## config.mk

```make
export PLATFORM = sky130hd
export DESIGN_NAME = led_fade_ramp_router_unit
export DESIGN_NICKNAME = d
export VERILOG_FILES = /design/src/sv/lfrr_pkg.sv /design/src/sv/led_fade_ramp_router_unit.sv
export SDC_FILE = /design/constraint.sdc
export NUM_CORES = 1
export LEC_CHECK = 0
export ABC_AREA = 1
export BUFFER_PORTS_ARGS = -buffer_cell sky130_fd_sc_hd__buf_2
export CAP_MARGIN = 40
export CORE_UTILIZATION = 40
export CTS_BUF_LIST = sky130_fd_sc_hd__clkbuf_16
export CTS_CLUSTER_DIAMETER = 60
export DETAILED_ROUTE_END_ITERATION = 6
export GPL_TIMING_DRIVEN = 0
export MAX_ROUTING_LAYER = met4
export PLACE_DENSITY_LB_ADDON = 0.25
export SKIP_CTS_REPAIR_TIMING = 1
export SLEW_MARGIN = 20
export SYNTH_ARGS = -nofsm -noshare
export SYNTH_HDL_FRONTEND = slang
export SYNTH_SLANG_ARGS = --single-unit
```

## constraint.sdc

```tcl
create_clock -name clk -period 4.3 [get_ports clk]
set_input_delay 0.43 -clock clk [delete_from_list [all_inputs] [get_ports clk]]
set_output_delay 0.43 -clock clk [all_outputs]
set_load 0.05 [all_outputs]
```

## src/sv/lfrr_pkg.sv

```systemverilog
package lfrr_pkg;

	localparam int CHANNELS = 6;
	localparam int DUTY_W   = 11;
	localparam int SRC_W    = 3;
	localparam int ROW_W    = 4;
	localparam int ROWS     = 11;

	localparam logic [DUTY_W-1:0] FULL_SCALE = 11'd1800;
	localparam logic [DUTY_W-1:0] HALF_HI    = 11'd1600;
	localparam logic [DUTY_W-1:0] HALF_LO    = 11'd1200;
	localparam logic [DUTY_W-1:0] FAST_LO    = 11'd1000;

	// configuration register indexes
	localparam logic [1:0] CFG_KEY_COUNT  = 2'd0;
	localparam logic [1:0] CFG_BOARD      = 2'd1;
	localparam logic [1:0] CFG_TWO_LAYOUT = 2'd2;

	// board variants; code 3 behaves as standard
	localparam logic [1:0] BOARD_STD     = 2'd0;
	localparam logic [1:0] BOARD_NO_BACK = 2'd1;
	localparam logic [1:0] BOARD_ALT     = 2'd2;

	// two-key layouts
	localparam logic [1:0] LAYOUT_VERT  = 2'd0;
	localparam logic [1:0] LAYOUT_HORIZ = 2'd1;
	localparam logic [1:0] LAYOUT_OUTER = 2'd2;

	// routing rows
	localparam logic [ROW_W-1:0] ROW_SIX        = 4'd0;
	localparam logic [ROW_W-1:0] ROW_FIVE       = 4'd1;
	localparam logic [ROW_W-1:0] ROW_FOUR       = 4'd2;
	localparam logic [ROW_W-1:0] ROW_THREE_ALT  = 4'd3;
	localparam logic [ROW_W-1:0] ROW_THREE_STD  = 4'd4;
	localparam logic [ROW_W-1:0] ROW_TWO_ALT    = 4'd5;
	localparam logic [ROW_W-1:0] ROW_TWO_VERT   = 4'd6;
	localparam logic [ROW_W-1:0] ROW_TWO_HORIZ  = 4'd7;
	localparam logic [ROW_W-1:0] ROW_TWO_OUTER  = 4'd8;
	localparam logic [ROW_W-1:0] ROW_ONE_ALT    = 4'd9;
	localparam logic [ROW_W-1:0] ROW_ONE_STD    = 4'd10;

	localparam logic [SRC_W-1:0] NO_SRC = 3'd7;

	// per row: six indicator sources, then six backlight sources
	localparam logic [SRC_W-1:0] ROUTE [ROWS][2*CHANNELS] = '{
		'{3'd0, 3'd1, 3'd2, 3'd3, 3'd4, 3'd5, 3'd0, 3'd1, 3'd2, 3'd3, 3'd4, 3'd5},
		'{3'd0, 3'd3, 3'd4, 3'd1, 3'd2, 3'd4, 3'd0, 3'd3, 3'd4, 3'd1, 3'd2, 3'd4},
		'{3'd0, 3'd1, 3'd2, 3'd3, NO_SRC, NO_SRC, 3'd0, 3'd1, 3'd2, 3'd3, 3'd0, 3'd3},
		'{3'd0, 3'd1, 3'd2, 3'd2, 3'd0, 3'd2, 3'd0, 3'd1, 3'd2, 3'd2, 3'd0, 3'd2},
		'{3'd0, 3'd1, 3'd2, 3'd0, 3'd1, 3'd2, 3'd0, 3'd1, 3'd2, 3'd0, 3'd1, 3'd2},
		'{3'd0, 3'd0, 3'd1, 3'd1, NO_SRC, NO_SRC, 3'd0, 3'd0, 3'd1, 3'd1, 3'd0, 3'd1},
		'{3'd0, 3'd0, 3'd1, 3'd1, NO_SRC, NO_SRC, 3'd0, 3'd0, 3'd1, 3'd1, NO_SRC, NO_SRC},
		'{3'd1, 3'd0, 3'd0, 3'd1, NO_SRC, NO_SRC, 3'd1, 3'd0, 3'd0, 3'd1, NO_SRC, NO_SRC},
		'{NO_SRC, 3'd1, NO_SRC, NO_SRC, 3'd0, NO_SRC,
			NO_SRC, 3'd1, NO_SRC, NO_SRC, 3'd0, NO_SRC},
		'{3'd0, 3'd0, NO_SRC, NO_SRC, NO_SRC, NO_SRC,
			3'd0, 3'd0, NO_SRC, NO_SRC, 3'd0, NO_SRC},
		'{NO_SRC, 3'd0, NO_SRC, NO_SRC, 3'd0, NO_SRC,
			NO_SRC, 3'd0, NO_SRC, NO_SRC, 3'd0, NO_SRC}
	};

	typedef logic [DUTY_W-1:0] duty_t;

endpackage

```

## src/sv/led_fade_ramp_router_unit.sv

```systemverilog
// Six-channel LED fade engine with routed PWM outputs. Each accepted beat on the
// tick channel is one fade step: start_mask marks channels active, led_on_mask picks
// ramp down (toward 0) or up (toward 1800, then stop). Ramp down runs at half rate
// while the duty lies in 1200..1599. When any active channel below key_count remains,
// the twelve PWM registers are reloaded through a routing chosen by key_count,
// board_variant and two_key_layout; every tick returns one beat with all twelve.
// A tick goes through the input register, then the update that loads the result
// registers; a new tick is taken every cycle while results drain. One stalled tick
// waits in the input register while a result is held. The user must write the
// configuration (cfg_we/cfg_index/cfg_data) while the block is idle; not enforced.
module led_fade_ramp_router_unit (
	input  logic        clk,
	input  logic        arst_n,

	input  logic        cfg_we,
	input  logic [1:0]  cfg_index,
	input  logic [2:0]  cfg_data,

	input  logic        tick_valid,
	output logic        tick_ready,
	input  logic [5:0]  start_mask,
	input  logic [5:0]  led_on_mask,

	output logic        duty_valid,
	input  logic        duty_ready,
	output logic [10:0] led_duty_0,
	output logic [10:0] led_duty_1,
	output logic [10:0] led_duty_2,
	output logic [10:0] led_duty_3,
	output logic [10:0] led_duty_4,
	output logic [10:0] led_duty_5,
	output logic [10:0] back_duty_0,
	output logic [10:0] back_duty_1,
	output logic [10:0] back_duty_2,
	output logic [10:0] back_duty_3,
	output logic [10:0] back_duty_4,
	output logic [10:0] back_duty_5
);

	localparam int N = lfrr_pkg::CHANNELS;

	logic [2:0] key_count_q;
	logic [1:0] board_q;
	logic [1:0] layout_q;

	logic         valid_s1;
	logic [N-1:0] start_s1;
	logic [N-1:0] on_s1;

	lfrr_pkg::duty_t duty_q   [N];
	logic [N-1:0]    phase_q;
	logic [N-1:0]    active_q;
	lfrr_pkg::duty_t led_out_q  [N];
	lfrr_pkg::duty_t back_out_q [N];
	logic            out_valid_q;

	lfrr_pkg::duty_t duty_d   [N];
	logic [N-1:0]    phase_d;
	logic [N-1:0]    active_d;
	lfrr_pkg::duty_t led_out_d  [N];
	lfrr_pkg::duty_t back_out_d [N];

	logic                       advance;
	logic                       any_key;
	logic                       row_ok;
	logic [lfrr_pkg::ROW_W-1:0] row;

	assign advance    = !out_valid_q || duty_ready;
	assign tick_ready = !valid_s1 || advance;
	assign duty_valid = out_valid_q;

	always_ff @(posedge clk or negedge arst_n) begin
		if (!arst_n) begin
			key_count_q <= 3'd6;
			board_q     <= lfrr_pkg::BOARD_STD;
			layout_q    <= lfrr_pkg::LAYOUT_VERT;
		end else if (cfg_we) begin
			case (cfg_index)
				lfrr_pkg::CFG_KEY_COUNT:  key_count_q <= cfg_data;
				lfrr_pkg::CFG_BOARD:      board_q     <= cfg_data[1:0];
				lfrr_pkg::CFG_TWO_LAYOUT: layout_q    <= cfg_data[1:0];
				default: ;
			endcase
		end
	end

	// input register
	always_ff @(posedge clk or negedge arst_n) begin
		if (!arst_n) begin
			valid_s1 <= 1'b0;
		end else if (tick_ready) begin
			valid_s1 <= tick_valid;
		end
	end

	always_ff @(posedge clk) begin
		if (tick_ready && tick_valid) begin
			start_s1 <= start_mask;
			on_s1    <= led_on_mask;
		end
	end

	// ramp every channel
	always_comb begin
		for (int i = 0; i < N; i++) begin
			duty_d[i]   = duty_q[i];
			phase_d[i]  = phase_q[i];
			active_d[i] = active_q[i] | start_s1[i];
			if (active_d[i]) begin
				if (on_s1[i]) begin
					if (duty_q[i] >= lfrr_pkg::HALF_LO && duty_q[i] < lfrr_pkg::HALF_HI) begin
						phase_d[i] = !phase_q[i];
						if (phase_q[i]) begin
							duty_d[i] = duty_q[i] - 11'd1;
						end
					end else if (duty_q[i] >= lfrr_pkg::FAST_LO && duty_q[i] < lfrr_pkg::HALF_LO) begin
						phase_d[i] = 1'b0;
						duty_d[i]  = duty_q[i] - 11'd1;
					end else if (duty_q[i] != '0) begin
						duty_d[i] = duty_q[i] - 11'd1;
					end else begin
						active_d[i] = 1'b0;
					end
				end else begin
					phase_d[i] = 1'b0;
					if (duty_q[i] + 11'd1 >= lfrr_pkg::FULL_SCALE) begin
						duty_d[i]   = lfrr_pkg::FULL_SCALE;
						active_d[i] = 1'b0;
					end else begin
						duty_d[i] = duty_q[i] + 11'd1;
					end
				end
			end
		end
	end

	always_comb begin
		any_key = 1'b0;
		for (int i = 0; i < N; i++) begin
			if (3'(i) < key_count_q && active_d[i]) begin
				any_key = 1'b1;
			end
		end
	end

	// routing row select
	always_comb begin
		row    = lfrr_pkg::ROW_SIX;
		row_ok = 1'b1;
		case (key_count_q)
			3'd6: row = lfrr_pkg::ROW_SIX;
			3'd5: row = lfrr_pkg::ROW_FIVE;
			3'd4: row = lfrr_pkg::ROW_FOUR;
			3'd3: row = (board_q == lfrr_pkg::BOARD_ALT) ?
				lfrr_pkg::ROW_THREE_ALT : lfrr_pkg::ROW_THREE_STD;
			3'd2: begin
				if (board_q == lfrr_pkg::BOARD_ALT) begin
					row = lfrr_pkg::ROW_TWO_ALT;
				end else begin
					case (layout_q)
						lfrr_pkg::LAYOUT_VERT:  row = lfrr_pkg::ROW_TWO_VERT;
						lfrr_pkg::LAYOUT_HORIZ: row = lfrr_pkg::ROW_TWO_HORIZ;
						lfrr_pkg::LAYOUT_OUTER: row = lfrr_pkg::ROW_TWO_OUTER;
						default:                row_ok = 1'b0;
					endcase
				end
			end
			3'd1: row = (board_q == lfrr_pkg::BOARD_ALT) ?
				lfrr_pkg::ROW_ONE_ALT : lfrr_pkg::ROW_ONE_STD;
			default: row_ok = 1'b0;
		endcase
	end

	always_comb begin
		logic [lfrr_pkg::SRC_W-1:0] ls;
		logic [lfrr_pkg::SRC_W-1:0] bs;
		for (int i = 0; i < N; i++) begin
			ls            = lfrr_pkg::ROUTE[row][i];
			bs            = lfrr_pkg::ROUTE[row][i+N];
			led_out_d[i]  = led_out_q[i];
			back_out_d[i] = back_out_q[i];
			if (any_key && row_ok) begin
				if (ls < 3'(N)) begin
					led_out_d[i] = duty_d[ls];
				end
				if (bs < 3'(N) && board_q != lfrr_pkg::BOARD_NO_BACK) begin
					back_out_d[i] = lfrr_pkg::FULL_SCALE - duty_d[bs];
				end
			end
		end
	end

	// fade state and result registers move together, only when the result slot frees
	always_ff @(posedge clk or negedge arst_n) begin
		if (!arst_n) begin
			for (int i = 0; i < N; i++) begin
				duty_q[i]     <= lfrr_pkg::FULL_SCALE;
				led_out_q[i]  <= '0;
				back_out_q[i] <= '0;
			end
			phase_q     <= '0;
			active_q    <= '0;
			out_valid_q <= 1'b0;
		end else if (advance) begin
			out_valid_q <= valid_s1;
			if (valid_s1) begin
				for (int i = 0; i < N; i++) begin
					duty_q[i]     <= duty_d[i];
					led_out_q[i]  <= led_out_d[i];
					back_out_q[i] <= back_out_d[i];
				end
				phase_q  <= phase_d;
				active_q <= active_d;
			end
		end
	end

	assign led_duty_0  = led_out_q[0];
	assign led_duty_1  = led_out_q[1];
	assign led_duty_2  = led_out_q[2];
	assign led_duty_3  = led_out_q[3];
	assign led_duty_4  = led_out_q[4];
	assign led_duty_5  = led_out_q[5];
	assign back_duty_0 = back_out_q[0];
	assign back_duty_1 = back_out_q[1];
	assign back_duty_2 = back_out_q[2];
	assign back_duty_3 = back_out_q[3];
	assign back_duty_4 = back_out_q[4];
	assign back_duty_5 = back_out_q[5];

`ifndef SYNTH
	for (genvar g = 0; g < N; g++) begin : g_chk
		a_duty_range: assert property (@(posedge clk) disable iff (!arst_n)
			duty_q[g] <= lfrr_pkg::FULL_SCALE)
			else $error("fade duty above full scale");
	end

	a_result_hold: assert property (@(posedge clk) disable iff (!arst_n)
		out_valid_q && !duty_ready |=> out_valid_q && $stable(led_out_q[0])
			&& $stable(back_out_q[0]) && $stable(duty_q[0]))
		else $error("result or fade state moved during stall");

	a_s1_hold: assert property (@(posedge clk) disable iff (!arst_n)
		valid_s1 && !advance |=> valid_s1 && $stable(start_s1) && $stable(on_s1))
		else $error("held tick lost");
`endif

endmodule
```

[Yosys cells after proc, flatten, opt, wreduce, memory -nomap -nowiden]
Memories as Yosys holds them, arrays and structs flattened.
Index checks and enable logic that the tools add are counted.
Word-level totals
  register bits: 231
  memories: 1
  input bits: 22
  output and inout port bits: 134
  logic and storage cells: 365
  bits in read-only memories: 576
Operators by class
  equality and inequality tests: 18
  bitwise operators: 19
  $add $sub $neg: 18
  $lt $le $gt $ge: 61
  multiplexer cells: 148
  reduce and logical (&&, ||, !) cells: 68
Memory list
  (no name shown): words 16, width 36, read ports 1, clocked after memory_dff 0, write ports 0, line led_fade_ramp_router_unit.sv:179  | bs = lfrr_pkg::ROUTE[row][i+N];
Operators by type and width (number)
  two-way mux 11 bit: 66
  binary-select mux 11 bit (select 3 bit): 12
  greater-or-equal comparator 11 bit, second input constant: 12
  < comparator 11 bit, second input constant: 12
  two-way mux 36 bit: 2
  AND reduction 4 bit: 18
  adder 11 x 1 -> 11 bit, second input constant: 6
  greater-or-equal comparator 11 x 10 -> 1 bit, second input constant: 6
  nonzero test 11 bit: 6
  subtractor 11 x 1 -> 11 bit, second input constant: 6
  subtractor 11 bit, first input constant: 6
  two-way mux 1 bit: 62
  greater-or-equal comparator 4 bit, second input constant: 12
  NOT 3 -> 4 bit: 12
  < comparator 3 bit, second input constant: 12
  logical AND 1 bit: 26
  case mux 4 bit (5 select lines): 1
  inequality test 3 x 1 -> 1 bit, second input constant: 6
  case mux 4 bit (3 select lines): 1
  == test 3 bit, second input constant: 3
  zero test 1 bit: 8
  AND reduction 2 bit: 4
  == test 2 bit, second input constant: 3
  == test 3 x 2 -> 1 bit, second input constant: 2
  17 further kinds: 28

[Depth between registers and ports, before layout]
Gate-level depths: netlist (run 1).
  depth in word-level cells: 15
  mapped depth: 26
  depth with buffers taken out: 26

[Worst setup path after synthesis (run 1)]
No wires, ideal clock.
  path kind: register to register
  start point: register key_count_q[2]
  end point: register back_out_q (netlist bit back_duty_3[10])
  arrival time: 3.181 ns
  cell stages (with the launch flop): 25
  buffers on the path: 1
  setup time: 0.118 ns
  period minus slack after synthesis: 3.298 ns
  setup slack: 1.002 ns
  cell sequence: dfstp_2 nor2_1 nand2_1 o21ai_0 nand2_1 nand3_1 inv_1 ha_1 inv_1 a21oi_1 inv_1 a21oi_2 inv_2 buf_2 o21ai_0 nand3_1 ha_1 nand2_1 nand2_1 nand2_1 nand3_1 nand2_1 nand2_1 nand2_1 nand2_1
Between the ends
  cells in the longest elaborated chain, start to end: 11
  elaborated cells on any way between the ends: 40
  classes of those cells: add/sub (1); order compare (7); eq/ne (6); mux (13); bitwise (2); reduce/logical (10); memory (1)
Ends and longest elaborated chain
  from (decl): line led_fade_ramp_router_unit.sv:42  | logic [2:0] key_count_q;
  from (signal assigned): line led_fade_ramp_router_unit.sv:79  | lfrr_pkg::CFG_KEY_COUNT: key_count_q <= cfg_data;
  == test 3 x 1 -> 1 bit, or another cell as far along: line led_fade_ramp_router_unit.sv:150  | case (key_count_q)
  case mux 4 bit (5 select lines): line led_fade_ramp_router_unit.sv:150
  NOT 4 -> 5 bit (not written as such): line led_fade_ramp_router_unit.sv:179
  memory read (16 x 36 bit)
  two-way mux 36 bit (2 in a row)
  NOT 3 -> 4 bit (not written as such): line led_fade_ramp_router_unit.sv:187  | back_out_d[i] = lfrr_pkg::FULL_SCALE - duty_d[bs];
  binary-select mux 11 bit (select 3 bit): line led_fade_ramp_router_unit.sv:187
  two-way mux 11 bit (not written as such) (2 in a row): line led_fade_ramp_router_unit.sv:187
  subtractor 11 bit: line led_fade_ramp_router_unit.sv:187
  to (signal, indexed assignment): line led_fade_ramp_router_unit.sv:210  | back_out_q[i] <= back_out_d[i];
  to (decl): line led_fade_ramp_router_unit.sv:54  | lfrr_pkg::duty_t back_out_q [N];
Parallel ways exist; a longest one is shown, timed or not. The select of a mux whose other input is x is not followed.
A chain may end at the register's enable or synchronous reset.

[Worst setup path after layout (run 1)]
  start point: register key_count_q[2]
  end point: register back_out_q (netlist bit back_duty_4[10])
The elaborated chain is that of the path after synthesis.

==> metrics.yaml, run 1 <==
grt_pass1_vias: 20907
antenna_cells: 0
cts_sinks: 231
synth.most_common_cell: "nand2_1"
dp.cells: 3976
drt_pre_antenna_iters: 7
finalSetupViolCount: 0
root_buffer: "clkbuf_16"
synth_xor_area_frac: 0.0215
core_um2: 47900
synth_common_cells: "1130 x nand2_1, 473 x nand3_1, 274 x o21ai_0"
report.final.slew_viol_count: 0
rsz0062_at_grt: "yes"
syn-cell-area_um2: 19500
yosys_register_bits: 231
overflow: 0
async_flop_share: 0.948
area_growth_syn_to_layout_pct: 15.0
die_area_um2: 49800
cp_max_fo: 10
crit_type: "register to register"
holdCritStartpoint: "led_on_mask[4]"
drv_cap: 0
ys.flop_type: "dfrtp_1"
hold_path.class: "input pin to register"
finalCritPeriodShare: 0.954
synthTopCellsByArea: "dfrtp_1 25%, nand2_1 22%, nand3_1 12%"
violations: "DRC"
nets: 3454
muxShareOfSynthArea: 0.00109
cpPeakStageDelay_ns: 0.58
outcome: "finished with violations"
grt_max_degree: 92
chipWidth_um: 223
reg2reg_to: "back_duty_4[10]"
path_cells: "nor2_1 > nand2_1 > inv_1 > o211ai_1 > o2111ai_1 > ha_1 > nor2_4 > inv_1 > buf_2 > nand3_1 > nand3_1 > nand2_1 > nand2_1 > nand2_1 > inv_1 > ha_1 > nand3_1 > nand2_1 > nand2_1 > nand4_1 > nand3_1 > nand2_1"
postLayoutCellArea_um2: 22500
viasPerCell: 5.71
r2r_cells: 22
grt_pass1_wl_um: 127000
htree_levels: 2
final_cells: 4043
slew_headroom: 0.444
syn_nets: 3248
num_io_pins: 156
vias: 23090
synthAdderAreaFrac: 0.0192
ys_warn_count: 0
tightest_slew_ns: 0.833
crit_path_start_kind: "register"
avgRoutedWirePerCell_um: 20.7
cp.required_ns: 4.75
grt_use_total: 0.344
clk-insertion-delay-late_ns: 0.57
arrival_ns: 4.55
io_buffers: 155
synth_edf_count: 12
drc: 1
fin_skew_ns: 0.0137
cts.clk_slew.worst_paths_ns: 0.06
fp-row-count: 80
worst_hold_slack_ns: 0.0399
netlist.top_cell.by_area: "dfrtp_1"
wirelength_um: 83800
hold_violations: 0
start_util: 0.408
cpMostUsedCell: "nand2_1"
clk_path_buf_depth: 3
numCtsBuffers: 36
slowest_stage: "dfstp_2"
antenna_found_initial: 2
syn_inst: 3196
ys_seq_area_frac: 0.300
rrSetupSlack_ns: 0.20
ys_types: 57
syn_avg_cell_area_um2: 6.12
die_h_um: 223
synth-simple-area-share: 0.416
synth-compound-area-share: 0.151
drive_gt1_frac: 0.120
synth_top_family_by_area: "simple AND/OR/NAND/NOR gates"
min_period_ns: 4.10
whs_path_depth: 1
fill_cells: 5100
rr_startpoint: "key_count_q[2]"
ant_nets: 0
gp_congestion: 1.08
drt-initial-drc-count: 2616
min_to: "on_s1[4]"
synthDominantCellAreaShare: 0.247
endpoint_kind: "register"
fmax_mhz: 244
cts_tree: "built"
hpwl_um: 64900
dpl_cell_area_um2: 21200
[registers in the layout, summed over array words and instances (netlist names), 11 cells and up]
name,cells
back_duty_2,11
led_duty_1,11
led_duty_4,11
back_duty_3,11
back_duty_0,11
back_duty_4,11
duty_q,66
led_duty_5,11
led_duty_0,11
led_duty_3,11
back_duty_5,11
led_duty_2,11
back_duty_1,11
[layout make-up]
class / instances / area, um2 / share of cell area
flip-flops and latches: 231 / 5870 / 0.261
clock buffers: 38 / 951 / 0.0423
well taps: 615 / 769 / 0.0342
inverters: 293 / 1100 / 0.0491
plain buffers: 147 / 684 / 0.0305
clock inverters: 26 / 225 / 0.0100
repair buffers: 168 / 932 / 0.0415
multi-input cells: 2525 / 11900 / 0.531
[cells by family (layout without fill, tap and decap cells)]
group,count (synthesis),in the layout
AND/OR/NAND/NOR,1924,1924
AO/OA/AOI/OAI,521,521
buffers and inverters,440,672
flip-flops,231,231
XOR/XNOR,48,48
adder cells (fa/ha/maj),30,30
multiplexers,2,2
[per-stage QoR]
| step | util | setup slack (ns) | TNS [ns] |
|---|---|---|---|
| finish | 0.469 | 0.197 | 0 |
| floorplan | - | 1.00 | 0 |
| CTS | 0.467 | 0.0250 | 0 |
| global placement | 0.440 | -1.26 | -238.93 |
| global route | 0.469 | -0.0168 | -0.0283 |
| detailed placement | 0.443 | 0.0419 | 0 |
[metal layers]
layer | up-vias | share of wire | global-route usage | wire, um
met4 | 0 | 0.049 | 0.155 | 4080
met3 | 231 | 0.097 | 0.0661 | 8090
met1 | 10708 | 0.43 | 0.457 | 35600
li1 | 10980 | - | - | -
met5 | - | 0 | - | 0
met2 | 1171 | 0.43 | 0.506 | 36000
[cells in the final DEF, fill, tap and decap left out, types with 36 or more instances in the layout]
cell	instances
nor2_1	209
clkbuf_1	63
nand3_1	472
buf_2	225
o211ai_1	36
o21ai_1	51
clkbuf_16	38
nand2_1	1127
xor2_1	40
nand4_1	52
dfrtp_1	193
o21ai_0	265
inv_1	261
a21oi_1	94
[worst max-delay path by stage]
stage                     cells past startpoint      startpoint         endpoint
after floorplan                              24  key_count_q[2]  back_duty_3[10]
after global placement                        1          arst_n   back_duty_3[7]
after detailed placement                     20  key_count_q[2]    led_duty_4[2]
after CTS                                    20  key_count_q[2]    led_duty_4[2]
after global routing                         22  key_count_q[2]   back_duty_5[8]
final                                        22  key_count_q[2]  back_duty_4[10]
[worst max-delay path: cells and delay by family, from the launching register on]
kind	cells	cell delay, ns
AO/OA/AOI/OAI	2	0.46
AND/OR/NAND/NOR	14	1.74
buffers and inverters	4	0.59
adder cells (fa/ha/maj)	2	0.63
flip-flops	1	0.58
Power of run 1 is not shown: default switching activity piles up to over one toggle a cycle in this logic, so the estimate is an artifact.
==> run 2, diff against run 1 <==
--- a/config.mk
+++ b/config.mk
@@ -9,5 +9,5 @@
 export BUFFER_PORTS_ARGS = -buffer_cell sky130_fd_sc_hd__buf_2
 export CAP_MARGIN = 40
-export CORE_UTILIZATION = 40
+export CORE_UTILIZATION = 52
 export CTS_BUF_LIST = sky130_fd_sc_hd__clkbuf_16
 export CTS_CLUSTER_DIAMETER = 60
==> constraint.sdc (replaced) <==
create_clock -name clk -period 4.3 [get_ports clk]
set_input_delay 1.29 -clock clk [delete_from_list [all_inputs] [get_ports clk]]
set_output_delay 1.29 -clock clk [all_outputs]
set_load 0.05 [all_outputs]
==> metrics.yaml, run 2 (synthesis results as in run 1) <==
final_common_cell: "nand2_1"
avgRoutedWirePerCell_um: 21.3
outcome: "completed"
fp-row-count: 70
area_growth_syn_to_layout_pct: 12.5
io_buffers: 155
num_io_pins: 156
grt_pass1_vias: 21796
largest_register_ffs: 66
viasPerCell: 6.12
wirelength_um: 82600
grt_use_total: 0.437
clk-insertion-delay-late_ns: 0.59
fmax_mhz: 242
die_area_um2: 38400
hold_violations: 0
cp_max_fo: 8
top_register: "duty_q"
dpl_cell_area_um2: 21000
start_util: 0.531
drv_cap: 0
hold_path.class: "register to register"
drt-initial-drc-count: 3154
timing.final.ws_setup_ns: 0.165
endpoint_kind: "register"
drive_gt1_frac: 0.115
grt_pass1_wl_um: 125000
root_buffer: "clkbuf_16"
numCtsBuffers: 28
htree_levels: 1
crit_type: "register to register"
cts_tree: "built"
layout_common_cells: "1124 x nand2_1, 473 x nand3_1, 267 x inv_1"
ant_nets: 0
finalCritPeriodShare: 0.962
fin_skew_ns: 0.0219
worst_hold_slack_ns: 0.470
die_h_um: 196
met1_usage: 0.548
nets: 3443
antenna_found_initial: 1
tightest_slew_ns: 0.967
chipWidth_um: 196
cp.required_ns: 4.76
clk_path_buf_depth: 3
finalSetupViolCount: 0
grt_max_degree: 106
cts.clk_slew.worst_paths_ns: 0.06
postLayoutCellArea_um2: 22000
min_period_ns: 4.14
core_um2: 36800
drc: 0
vias: 23748
fill_cells: 3621
hpwl_um: 64400
arrival_ns: 4.60
dp_slack_ns: -0.0835
grt_use_met2: 0.641
drt_pre_antenna_iters: 6
gp_congestion: 1.10
slew_headroom: 0.351
overflow: 0
crit_path_start_kind: "register"
cts_sinks: 231
rsz0062_at_grt: "yes"
report.final.slew_viol_count: 0
met3_usage: 0.111
grt_most_used_layer: "met2"
[run 2: changes by cell type in the layout (fill, tap and decap cells not counted), sizes merged]
cell         delta
clkbuf         -11
clkinv          -4
clkinvlp        -2
diode           +1
dlygate4sd3     -1
inv             +2
[run 2: path summary, 6_finish.rpt]
| check | from | to | slack [ns] | cells past startpoint |
|---|---|---|---|---|
| setup / recovery | duty_q[23] | back_duty_3[9] | 0.16 | 20 |
| hold / removal | led_duty_5[0] | led_duty_5[0] | 0.47 | 2 |
| setup reg to reg | duty_q[23] | back_duty_3[9] | 0.16 | 20 |
| hold reg to reg | led_duty_5[0] | led_duty_5[0] | 0.47 | 2 |
| max in group asynchronous | arst_n | back_duty_2[10] | 2.82 | 2 |
| min in group asynchronous | arst_n | duty_q[6] | 0.62 | 1 |
[run 2: layout make-up]
class,instances,area [um2],area share
Inverter,293,1100,0.0502
Tap cell,468,586,0.0266
Timing Repair Buffer,165,898,0.0409
Multi-Input combinational cell,2525,11900,0.543
Clock buffer,29,726,0.0330
Antenna cell,1,2.50,0.000114
Buffer,147,678,0.0309
Clock inverter,22,176,0.00803
Sequential cell,231,5870,0.267
[run 2: layer usage]
layer,up-vias,routed length [um]
met1,11024,32200
met5,-,0
met4,0,5540
met2,1482,34800
li1,10924,-
met3,318,10000
[run 2: worst max-delay path, cell delays in order, from the launching register on]
cell and delay, ns:
dfrtp_1 0.38, clkbuf_1 0.26, inv_1 0.16, ha_1 0.27
nand2_1 0.12, nor2_2 0.24, nand2_1 0.21, nand3_1 0.14
nand3_1 0.14, nand4_1 0.46, nand2_1 0.44, nand2_1 0.15
nand3_1 0.07, nand3_1 0.19, nand2_1 0.11, nor2_1 0.17
nand2_1 0.12, nand2_1 0.07, nand3_1 0.07, nand3_1 0.14
nand2_1 0.08
[run 2: stage by stage]
stage | TNS [ns] | utilization | std cells
2_1_floorplan | 0 | - | 3196
3_3_place_gp | -342.89 | 0.568 | 3819
3_5_place_dp | -0.170 | 0.571 | 3828
4_1_cts | -0.300 | 0.596 | 3879
5_1_grt | -0.0171 | 0.598 | 3881
6_report | 0 | 0.598 | 3881
Power of run 2 is left out for the same reason.
